===== config.mk =====
export PLATFORM = sky130hd
export DESIGN_NAME = two_stage_climate_hysteresis_controller
export DESIGN_NICKNAME = d
export VERILOG_FILES = /design/src/tschc_pkg.sv /design/src/two_stage_climate_hysteresis_controller.sv
export VERILOG_INCLUDE_DIRS = /design/src /design/src/src
export SDC_FILE = /design/constraint.sdc
export NUM_CORES = 1
export LEC_CHECK = 0
export ABC_AREA = 1
export BUFFER_PORTS_ARGS = -buffer_cell sky130_fd_sc_hd__buf_2
export CAP_MARGIN = 0
export CORE_MARGIN = 4
export CORE_UTILIZATION = 55
export DETAILED_ROUTE_END_ITERATION = 12
export HOLD_SLACK_MARGIN = 0.05
export PLACE_DENSITY = 0.83
export SLEW_MARGIN = 5
export SYNTH_ARGS = -nofsm -noshare
export SYNTH_HDL_FRONTEND = slang
export SYNTH_SLANG_ARGS = --single-unit

===== constraint.sdc =====
create_clock -name clk -period 4.4 [get_ports clk]
set_input_delay 0.44 -clock clk [delete_from_list [all_inputs] [get_ports clk]]
set_output_delay 0.44 -clock clk [all_outputs]
set_load 0.005 [all_outputs]

===== src/assert_macros.svh =====
// ---------------------------------------------------------------------------
// assert_macros.svh
// shared concurrent assertion macros, clocked on clk with async reset rst_n
// ---------------------------------------------------------------------------
`ifndef ASSERT_MACROS_SVH
`define ASSERT_MACROS_SVH

// same-cycle implication
`define ASSERT_SAME(lbl, ante, cons) \
    lbl: assert property (@(posedge clk) disable iff (!rst_n) (ante) |-> (cons)) \
        else $error("same-cycle check failed");

// next-cycle implication
`define ASSERT_NEXT(lbl, ante, cons) \
    lbl: assert property (@(posedge clk) disable iff (!rst_n) (ante) |=> (cons)) \
        else $error("next-cycle check failed");

`endif


===== src/tschc_pkg.sv =====
// ---------------------------------------------------------------------------
// tschc_pkg
// types and constants of the two-stage climate hysteresis controller
// ---------------------------------------------------------------------------
package tschc_pkg;

    localparam int NUM_LEVELS = 8;
    localparam int IDX_W      = 3;

    typedef logic signed [10:0] temp_t;
    typedef logic        [9:0]  hum_t;
    typedef logic signed [12:0] tsum_t;
    typedef logic        [11:0] hsum_t;
    typedef logic        [1:0]  drive_t;
    typedef logic        [1:0]  mode_t;

    // level register indexes
    localparam logic [IDX_W-1:0] LVL_HEAT_ON      = 3'd0;
    localparam logic [IDX_W-1:0] LVL_HEAT_BOOST   = 3'd1;
    localparam logic [IDX_W-1:0] LVL_HEAT_UNBOOST = 3'd2;
    localparam logic [IDX_W-1:0] LVL_HEAT_OFF     = 3'd3;
    localparam logic [IDX_W-1:0] LVL_COOL_ON      = 3'd4;
    localparam logic [IDX_W-1:0] LVL_COOL_BOOST   = 3'd5;
    localparam logic [IDX_W-1:0] LVL_COOL_UNBOOST = 3'd6;
    localparam logic [IDX_W-1:0] LVL_COOL_OFF     = 3'd7;

    // reset values of the level registers, already scaled by three
    localparam tsum_t LVL3_RESET [NUM_LEVELS] = '{
        13'sd600, 13'sd450, 13'sd510, 13'sd690,
        13'sd960, 13'sd1140, 13'sd1050, 13'sd840
    };

    localparam mode_t MODE_IDLE = 2'd0;
    localparam mode_t MODE_HEAT = 2'd1;
    localparam mode_t MODE_COOL = 2'd2;

    localparam drive_t DRIVE_OFF  = 2'd0;
    localparam drive_t DRIVE_LOW  = 2'd1;
    localparam drive_t DRIVE_HIGH = 2'd2;

    // humidifier thresholds on the sum of three readings
    localparam hsum_t HUM_ON_SUM      = 12'd2400;
    localparam hsum_t HUM_OFF_SUM     = 12'd2550;
    localparam hsum_t HUM_BOOST_SUM   = 12'd2100;
    localparam hsum_t HUM_UNBOOST_SUM = 12'd2250;

endpackage


===== src/two_stage_climate_hysteresis_controller.sv =====
// ---------------------------------------------------------------------------
// two_stage_climate_hysteresis_controller
// throughput: one request per cycle while the result register is not held back
// by out_ready; sums are taken into the input register, compares and stage
// updates run between it and the result register
// reset: modes idle, stages low, level registers back to their defaults
// ---------------------------------------------------------------------------
`include "assert_macros.svh"

module two_stage_climate_hysteresis_controller
    import tschc_pkg::*;
(
    input  logic              clk,
    input  logic              rst_n,

    input  logic              cfg_write,
    input  logic [IDX_W-1:0]  cfg_index,
    input  logic [10:0]       cfg_data,

    input  logic              in_valid,
    output logic              in_ready,
    input  temp_t             temp_first,
    input  temp_t             temp_second,
    input  temp_t             temp_third,
    input  hum_t              hum_first,
    input  hum_t              hum_second,
    input  hum_t              hum_third,
    input  logic              sensor_fault,

    output logic              out_valid,
    input  logic              out_ready,
    output drive_t            heater_drive,
    output drive_t            cooler_drive,
    output drive_t            humidifier_drive
);

    tsum_t  lvl3_reg [NUM_LEVELS];
    tsum_t  cfg_ext;
    tsum_t  cfg_times3;

    logic   s1_valid_reg;
    tsum_t  ts_reg;
    hsum_t  hs_reg;
    tsum_t  ts_in;
    hsum_t  hs_in;

    mode_t  mode_reg;
    logic   heat_stage_reg;
    logic   cool_stage_reg;
    logic   humid_active_reg;
    logic   humid_stage_reg;
    mode_t  mode_next;
    logic   heat_stage_next;
    logic   cool_stage_next;
    logic   humid_active_next;
    logic   humid_stage_next;

    logic   out_valid_reg;
    drive_t heat_drive_reg;
    drive_t cool_drive_reg;
    drive_t humid_drive_reg;
    drive_t heat_drive_next;
    drive_t cool_drive_next;
    drive_t humid_drive_next;

    logic   advance;
    logic   in_fire;

    // level registers, stored as three times the written value
    assign cfg_ext    = {{2{cfg_data[10]}}, cfg_data};
    assign cfg_times3 = cfg_ext + {cfg_ext[11:0], 1'b0};

    always_ff @(posedge clk or negedge rst_n)
    begin
        if (!rst_n)
        begin
            for (int i = 0; i < NUM_LEVELS; i++)
            begin
                lvl3_reg[i] <= LVL3_RESET[i];
            end
        end
        else if (cfg_write)
        begin
            lvl3_reg[cfg_index] <= cfg_times3;
        end
    end

    // handshake
    assign advance  = s1_valid_reg && (!out_valid_reg || out_ready);
    assign in_ready = !s1_valid_reg || advance;
    assign in_fire  = in_valid && in_ready;

    assign ts_in = {{2{temp_first[10]}}, temp_first}
                 + {{2{temp_second[10]}}, temp_second}
                 + {{2{temp_third[10]}}, temp_third};
    assign hs_in = {2'b00, hum_first} + {2'b00, hum_second} + {2'b00, hum_third};

    // input register, faulty requests are dropped here
    always_ff @(posedge clk or negedge rst_n)
    begin
        if (!rst_n)
        begin
            s1_valid_reg <= 1'b0;
        end
        else if (in_ready)
        begin
            s1_valid_reg <= in_valid && !sensor_fault;
        end
    end

    always_ff @(posedge clk)
    begin
        if (in_fire)
        begin
            ts_reg <= ts_in;
            hs_reg <= hs_in;
        end
    end

    // mode and stage update
    always_comb
    begin
        mode_next         = mode_reg;
        heat_stage_next   = heat_stage_reg;
        cool_stage_next   = cool_stage_reg;
        humid_active_next = humid_active_reg;
        humid_stage_next  = humid_stage_reg;
        heat_drive_next   = DRIVE_OFF;
        cool_drive_next   = DRIVE_OFF;
        humid_drive_next  = DRIVE_OFF;

        // idle entry, cooling wins when both hold
        if (mode_reg == MODE_IDLE)
        begin
            if (ts_reg <= lvl3_reg[LVL_HEAT_ON])
            begin
                mode_next       = MODE_HEAT;
                heat_stage_next = 1'b0;
            end
            if (ts_reg >= lvl3_reg[LVL_COOL_ON])
            begin
                mode_next       = MODE_COOL;
                cool_stage_next = 1'b0;
            end
        end

        case (mode_next)
            MODE_HEAT:
            begin
                heat_drive_next = heat_stage_next ? DRIVE_HIGH : DRIVE_LOW;
                if (!heat_stage_next)
                begin
                    if (ts_reg <= lvl3_reg[LVL_HEAT_BOOST])
                    begin
                        heat_stage_next = 1'b1;
                    end
                    else if (ts_reg >= lvl3_reg[LVL_HEAT_OFF])
                    begin
                        mode_next = MODE_IDLE;
                    end
                end
                else if (ts_reg >= lvl3_reg[LVL_HEAT_UNBOOST])
                begin
                    heat_stage_next = 1'b0;
                end
            end
            MODE_COOL:
            begin
                cool_drive_next = cool_stage_next ? DRIVE_HIGH : DRIVE_LOW;
                if (!cool_stage_next)
                begin
                    if (ts_reg >= lvl3_reg[LVL_COOL_BOOST])
                    begin
                        cool_stage_next = 1'b1;
                    end
                    else if (ts_reg <= lvl3_reg[LVL_COOL_OFF])
                    begin
                        mode_next = MODE_IDLE;
                    end
                end
                else if (ts_reg <= lvl3_reg[LVL_COOL_UNBOOST])
                begin
                    cool_stage_next = 1'b0;
                end
            end
            default:
            begin
            end
        endcase

        // humidifier
        if (!humid_active_reg && (hs_reg <= HUM_ON_SUM))
        begin
            humid_active_next = 1'b1;
            humid_stage_next  = 1'b0;
        end

        if (humid_active_next)
        begin
            humid_drive_next = humid_stage_next ? DRIVE_HIGH : DRIVE_LOW;
            if (!humid_stage_next)
            begin
                if (hs_reg >= HUM_OFF_SUM)
                begin
                    humid_active_next = 1'b0;
                end
                else if (hs_reg <= HUM_BOOST_SUM)
                begin
                    humid_stage_next = 1'b1;
                end
            end
            else if (hs_reg >= HUM_UNBOOST_SUM)
            begin
                humid_stage_next = 1'b0;
            end
        end
    end

    always_ff @(posedge clk or negedge rst_n)
    begin
        if (!rst_n)
        begin
            mode_reg         <= MODE_IDLE;
            heat_stage_reg   <= 1'b0;
            cool_stage_reg   <= 1'b0;
            humid_active_reg <= 1'b0;
            humid_stage_reg  <= 1'b0;
        end
        else if (advance)
        begin
            mode_reg         <= mode_next;
            heat_stage_reg   <= heat_stage_next;
            cool_stage_reg   <= cool_stage_next;
            humid_active_reg <= humid_active_next;
            humid_stage_reg  <= humid_stage_next;
        end
    end

    // result register
    always_ff @(posedge clk or negedge rst_n)
    begin
        if (!rst_n)
        begin
            out_valid_reg <= 1'b0;
        end
        else if (advance)
        begin
            out_valid_reg <= 1'b1;
        end
        else if (out_ready)
        begin
            out_valid_reg <= 1'b0;
        end
    end

    always_ff @(posedge clk)
    begin
        if (advance)
        begin
            heat_drive_reg  <= heat_drive_next;
            cool_drive_reg  <= cool_drive_next;
            humid_drive_reg <= humid_drive_next;
        end
    end

    assign out_valid        = out_valid_reg;
    assign heater_drive     = heat_drive_reg;
    assign cooler_drive     = cool_drive_reg;
    assign humidifier_drive = humid_drive_reg;

    `ASSERT_SAME(a_no_heat_and_cool, out_valid_reg,
                 (heat_drive_reg == DRIVE_OFF) || (cool_drive_reg == DRIVE_OFF))
    `ASSERT_SAME(a_stall_only_when_full, !in_ready,
                 s1_valid_reg && out_valid_reg && !out_ready)
    `ASSERT_NEXT(a_state_holds, !advance,
                 $stable(mode_reg) && $stable(heat_stage_reg) && $stable(cool_stage_reg)
                 && $stable(humid_active_reg) && $stable(humid_stage_reg))
    `ASSERT_NEXT(a_result_from_input, advance, out_valid_reg)

endmodule

---- Yosys cells after proc, flatten, opt, wreduce, memory -nomap -nowiden ----
Index checks and enable logic that the tools add are counted.
storage, ports and cells
  bits in registers ....................... 143
  input bits .............................. 83
  output and inout port bits .............. 8
  word-level logic and storage cells ...... 95
operators by class
  add/subtract/negate cells ............... 5
  order comparisons ....................... 14
  equality and inequality tests ........... 2
  multiplexer cells ....................... 40
  bitwise logic cells ..................... 1
  reductions and logical operators ........ 13
operator list
  kind                                                                           number
  104-bit bitwise mux                                                            1
  13-bit greater-or-equal comparator                                             4
  13-bit <= comparator                                                           4
  13-bit demux with 3-bit select                                                 1
  12-bit greater-or-equal comparator (second input constant)                     2
  12-bit <= comparator (second input constant)                                   2
  1-bit two-way mux                                                              24
  2-bit two-way mux                                                              12
  11-bit by 12-bit adder with 13-bit output                                      1
  12-bit by 11-bit adder with 13-bit output                                      1
  13-bit two-way mux                                                             1
  11-bit by 10-bit adder with 12-bit output                                      1
  11-bit by 11-bit adder with 12-bit output                                      1
  10-bit by 10-bit adder with 11-bit output                                      1
  1-bit logical AND                                                              5
  4-bit greater-or-equal comparator (second input constant)                      1
  1-bit logical NOT                                                              4
  4-bit by 1-bit less-than comparator with 1-bit output (second input constant)  1
  3-bit inverter with 4-bit output                                               1
  2-bit one-hot mux with 2 select lines                                          1
  2-bit by 1-bit == test with 1-bit output (second input constant)               1
  2-bit == test (second input constant)                                          1
  2-bit logical NOT                                                              1
  1-bit logical OR                                                               2
  2-bit nonzero test                                                             1

---- Logic depth before layout (Yosys ltp) ----
  depth after elaboration ................. 8
  gate-level depth with buffers ........... 23
  gate-level depth less buffers ........... 23

---- Worst setup path after synthesis ----
OpenSTA, ideal clock, no wires.
  kind .................................... input to register
  start ................................... input hum_first[1]
  end ..................................... register hs_reg[9], data pin
  setup time .............................. 0.259 ns
  arrival ................................. 2.317 ns
  data required time ...................... 4.141 ns
  slack ................................... 1.824 ns
  cell stages on the path ................. 12
  buffers on the path ..................... 0
  path through ............................ fa_1 -> ha_1 -> inv_1 -> fa_1 -> o21ai_0 -> nand2_1 -> nand2_1 -> a21oi_1 -> nor2_1 -> o21ai_0 -> nand2_1 -> xor2_1
on the way
  longest elaborated chain between the ends .. 2
RTL lines
  element                                    line                                            source
  start: declaration                         two_stage_climate_hysteresis_controller.sv:25   input hum_t hum_first,
  10-bit by 10-bit adder with 11-bit output  two_stage_climate_hysteresis_controller.sv:96   assign hs_in = {2'b00, hum_first} + {2'b00, hum_second} + {2'b00, hum_third};
  11-bit by 10-bit adder with 12-bit output  two_stage_climate_hysteresis_controller.sv:96
  net hs_in[9]                               two_stage_climate_hysteresis_controller.sv:45   hsum_t hs_in;
  end signal: assignment                     two_stage_climate_hysteresis_controller.sv:116  hs_reg <= hs_in;
  end: declaration                           two_stage_climate_hysteresis_controller.sv:43   hsum_t hs_reg;
The timed path passes the listed nets, and every way through them passes these cells.
A chain may end at the register's enable or synchronous reset.

---- Worst setup path in the final report ----
  start ................................... register ts_reg[12]
  end ..................................... register mode_reg[0]
on the way
  longest elaborated chain between the ends .. 8
  elaborated cells between the ends (all ways) .. 22
  classes of those cells .................. 6 x order compare; 2 x eq/ne; 14 x mux
RTL lines
  element                                    line                                                                                            source
  start: declaration                         two_stage_climate_hysteresis_controller.sv:42                                                   tsum_t ts_reg;
  start signal: assignment                   two_stage_climate_hysteresis_controller.sv:115                                                  ts_reg <= ts_in;
  13-bit <= comparator                       two_stage_climate_hysteresis_controller.sv:135                                                  if (ts_reg <= lvl3_reg[LVL_HEAT_ON])
  2-bit two-way mux                          two_stage_climate_hysteresis_controller.sv:135
  2-bit two-way mux                          two_stage_climate_hysteresis_controller.sv:140                                                  if (ts_reg >= lvl3_reg[LVL_COOL_ON])
  2-bit two-way mux                          two_stage_climate_hysteresis_controller.sv:133                                                  if (mode_reg == MODE_IDLE)
  2-bit two-way mux (on tied branches)       two_stage_climate_hysteresis_controller.sv:176, two_stage_climate_hysteresis_controller.sv:157
  2-bit two-way mux (on tied branches)       two_stage_climate_hysteresis_controller.sv:172, two_stage_climate_hysteresis_controller.sv:153
  2-bit two-way mux (on tied branches)       two_stage_climate_hysteresis_controller.sv:170, two_stage_climate_hysteresis_controller.sv:151
  2-bit one-hot mux with 2 select lines (*)  two_stage_climate_hysteresis_controller.sv:147                                                  case (mode_next)
  end signal: assignment                     two_stage_climate_hysteresis_controller.sv:231                                                  mode_reg <= mode_next;
  end: declaration                           two_stage_climate_hysteresis_controller.sv:47                                                   mode_t mode_reg;
Every way passes the cells marked *; elsewhere a longest branch is shown, timed or not.

==> impl_summary.log <==
[metrics] kind of start point of the critical path: register
[metrics] Placeable Area: between 15000 and 20000 um2
[metrics] Residual DRC: 0
[metrics] Placed Instance Area: between 10000 and 15000 um2
[metrics] max_cap viols: 0
[metrics] met1 Usage GRT: between 30% and 40%
[metrics] port buffer count: 90
[metrics] Post-Syn Instances: about 1.2k
[metrics] run status: completed
[metrics] max FFs per register: between 100 and 150
[metrics] proportion of layout cells with a drive suffix above 1: between 10% and 20%
[metrics] Yosys reg bits: 143
[metrics] CP max stage delay: approximately 0.55 ns
[metrics] overflow left after global routing: 0
[metrics] Routability Congestion: between 0.9 and 1
[metrics] count of flip-flops with a built-in enable after synthesis: 31
[metrics] number of antenna violations at the first check in global routing: 0
[metrics] transition time at the pin with the least slew margin: roughly 1.1 ns
[metrics] count of inserted antenna diode cells: 0
[metrics] post-route fraction of the period consumed by the critical path: 68.3%
[metrics] yosys synthesis warning count: 0
[metrics] met3 Usage GRT: roughly 4.8%
[metrics] chip width: roughly 140 um
[metrics] Mapped Nets: between 1k and 1.5k
[metrics] number of detailed-route iterations in the first pass: 5
[metrics] antenna-violating nets left: 0
[metrics] final count of pins violating max slew: 0
[metrics] GR Util met2: between 30 and 40%
[metrics] worst path setup slack after routing: between 1 and 1.5 ns
[metrics] Post-CTS Hold Buffers: 0
[metrics] final count of negative-setup-slack endpoints: 0
[metrics] Vias: around 8.5k
[metrics] Post-CTS Setup Inserts: 0
[metrics] highest achievable clock rate: between 0.3 and 0.4 GHz
[metrics] number of rows created at floorplan: slightly below 50
[metrics] sequential element share of the synthesized area: 37.5%
[metrics] clock tree from TritonCTS: done
[metrics] setup repair after global routing missed its margin: no
[metrics] die area: slightly above 20000 um2
[metrics] most instantiated library cell after synthesis: sky130_fd_sc_hd__nand2_1
[metrics] root buffer cell: sky130_fd_sc_hd__clkbuf_16
[metrics] total power density per cell area: 495 nW/um2
[metrics] mean routed wirelength per cell: 15.4 um
[metrics] initial drt markers: ~710
[metrics] post-cts repair resize count: 0
[metrics] setup slack of the most critical reg-to-reg path: approximately 1.4 ns
[metrics] gr busiest metal: met2
[metrics] relative area change from synthesis to final layout: 13.0%
[metrics] Filler Cell Count: ~1.4k
[metrics] number of nets in the layout: 1558
[metrics] classification of the worst setup path: register to register
[metrics] worst endpoint required time: about 4.7 ns
[metrics] number of levels the H-tree was split into: 4
[metrics] first-pass GRT wire length: between 30 and 40 mm
[metrics] ratio of routed vias to standard cells: between 5 and 6
[metrics] Cell variety after synth: 40
[metrics] total track usage: 24.4%
[metrics] leading post-synthesis cells by cell area: sky130_fd_sc_hd__dfrtp_1 (18%), sky130_fd_sc_hd__ha_1 (17%), sky130_fd_sc_hd__nand2_1 (10%), sky130_fd_sc_hd__dfstp_2 (9.9%), sky130_fd_sc_hd__edfxtp_1 (9.2%)
[metrics] clock network latency to the later pin of the worst-skew pair: around 0.43 ns
[metrics] crit path time final: 3.01 ns
[metrics] clock slew seen by the registers of the worst setup and hold paths: around 0.060 ns
[metrics] Crit Path Max Fanout: 8
[metrics] async set or reset register ratio after synthesis: roughly four fifths
[metrics] cell with the largest stage delay on the worst path: sky130_fd_sc_hd__edfxtp_1
[metrics] Relative slew margins: about a quarter
[metrics] height of the die: 143 um
[metrics] maximum number of pins on one net before global-route repair: 67
[metrics] Post-DP HPWL: 17.9 mm
[metrics] CTS sink cnt: around 140
[metrics] worst-case hold slack: 0.126 ns
[metrics] number of hold-slack violations in the final timing report: 0
[metrics] cell type contributing the most total cell area after synthesis: sky130_fd_sc_hd__dfrtp_1
[metrics] commonest cells in the netlist: sky130_fd_sc_hd__nand2_1 (275), sky130_fd_sc_hd__inv_1 (226), sky130_fd_sc_hd__ha_1 (136)
[metrics] worst-case reg-to-reg path depth: 21
[metrics] initial core utilization: a little under three fifths
[metrics] cell area after layout: 11400 um2
[metrics] data arrival time of the critical path: 3.32 ns
[metrics] Hold WC Path Type: primary input to async pin
[metrics] worst IR drop on VDD: 0.000294 V
[metrics] clock skew after layout: between 0.006 and 0.007 ns
[metrics] endpoint of the lowest-slack register-to-register path: mode_reg[0]
[metrics] deepest clock path buffer count: 2
[metrics] share of the synthesized area in the top cell type: 18.4%
[metrics] I/O pins: 91
[metrics] total standard cell area after synthesis: around 10000 um2
[metrics] category of the worst setup path capture point: register
[metrics] ordered list of cells on the worst path: ha_1, nand2_1, inv_1, nand3_1, nor2_1, nand2_1, nand3_1, nand3_1, nor2_1, nand2_1, nand2_1, inv_1, ha_1, inv_1, a31oi_1, nand3_1, nand2_1, nor2_1, nand2_1, inv_1, a21oi_1
[metrics] total negative slack for setup checks: 0 ns
[metrics] Setup Slack @ Placement: 1.46 ns
[metrics] most prevalent standard cell on the critical path: sky130_fd_sc_hd__nand2_1
[metrics] final wirelength: roughly 24 mm
[metrics] Critical R2R Launch: ts_reg[12]
[metrics] Post-Syn Area per Cell: approximately 8.3 um2
[metrics] number of CTS-inserted buffers: 17
[metrics] predominant post-synthesis flop cell: sky130_fd_sc_hd__dfrtp_1
[metrics] via count of the first global-routing pass: between 8k and 9k
[metrics] leakage power figure: approximately 0.0058 uW
[metrics] post-layout utilization of the core: between 60% and 70%
[worst max-delay path by stage]
stage	start	slack [ns]	to
4_1_cts	ts_reg[6]	1.42	mode_reg[0]
2_1_floorplan	hum_first[1]	1.82	hs_reg[9]
6_report	ts_reg[12]	1.39	mode_reg[0]
5_1_grt	ts_reg[12]	1.06	mode_reg[1]
3_3_place_gp	ts_reg[12]	1.60	mode_reg[0]
3_5_place_dp	ts_reg[12]	1.46	mode_reg[0]
[metal layers]
layer  part of all wire (%)  up-vias
met5                      0        -
met4                    3.0        0
met3                    8.0       51
met2                     47      364
met1                     42     3910
li1                       -     4164
[power by group]
part           switching, uW  leakage (uW)  internal, uW
clock network            593      0.000288           843
logic                   1360       0.00389           828
registers                237       0.00161          1780
[cells by family (layout without fill, tap and decap cells)]
| logic type | count (synthesis) | after routing | synth area share (%) |
|---|---|---|---|
| buf+inv | 247 | 358 | 9.21 |
| fa+ha+maj | 160 | 160 | 21.6 |
| flops | 143 | 143 | 37.5 |
| compound gates | 216 | 216 | 11.8 |
| simple gates | 430 | 430 | 18.0 |
| xor+xnor | 21 | 21 | 1.90 |
[cells in the final DEF, fill, tap and decap left out, types with 4 or more instances in the layout]
cell / netlist / routed
sky130_fd_sc_hd__nor3_1: 7 / 7
sky130_fd_sc_hd__inv_6: 0 / 5
sky130_fd_sc_hd__nand3_1: 60 / 60
sky130_fd_sc_hd__xnor2_1: 5 / 5
sky130_fd_sc_hd__o21ai_1: 9 / 9
sky130_fd_sc_hd__a21oi_1: 66 / 66
sky130_fd_sc_hd__fa_1: 24 / 24
sky130_fd_sc_hd__o21ai_0: 111 / 111
sky130_fd_sc_hd__nor2_1: 61 / 61
sky130_fd_sc_hd__xor2_1: 15 / 15
sky130_fd_sc_hd__buf_4: 0 / 10
sky130_fd_sc_hd__a21oi_2: 4 / 4
sky130_fd_sc_hd__o221ai_1: 4 / 4
sky130_fd_sc_hd__nand3_2: 8 / 8
sky130_fd_sc_hd__inv_1: 226 / 226
sky130_fd_sc_hd__dfrtp_1: 74 / 74
sky130_fd_sc_hd__o21ai_2: 8 / 8
sky130_fd_sc_hd__dfstp_2: 38 / 38
sky130_fd_sc_hd__nand4_1: 11 / 11
sky130_fd_sc_hd__buf_2: 1 / 89
sky130_fd_sc_hd__clkbuf_16: 0 / 17
sky130_fd_sc_hd__nand2_1: 275 / 275
sky130_fd_sc_hd__ha_1: 136 / 136
sky130_fd_sc_hd__edfxtp_1: 31 / 31
[worst max-delay path, delay by kind of cell, from the launching register on]
kind	cells	cell delay, ns
adders and majority gates	2	0.65
AOI/OAI and AO/OA	2	0.10
buffers and inverters	4	0.26
and+or+nand+nor	13	1.31
DFF	1	0.55
[cell type report]
cell class,instances,area [um2],area share (%)
Clock inverter,15,159,1.39
Sequential cell,143,3780,33.2
Inverter,227,852,7.48
Tap cell,229,287,2.51
Timing Repair Buffer,99,520,4.57
Clock buffer,17,425,3.73
Multi-Input combinational cell,827,5370,47.1
[through the flow]
stage	instances	total power (uW)
after floorplan	1217	3500
after global placement	1525	4020
after detailed placement	1525	4140
after CTS	1557	5630
after global routing	1557	6100
final	1557	5640
(Power assumes the default switching activity.)
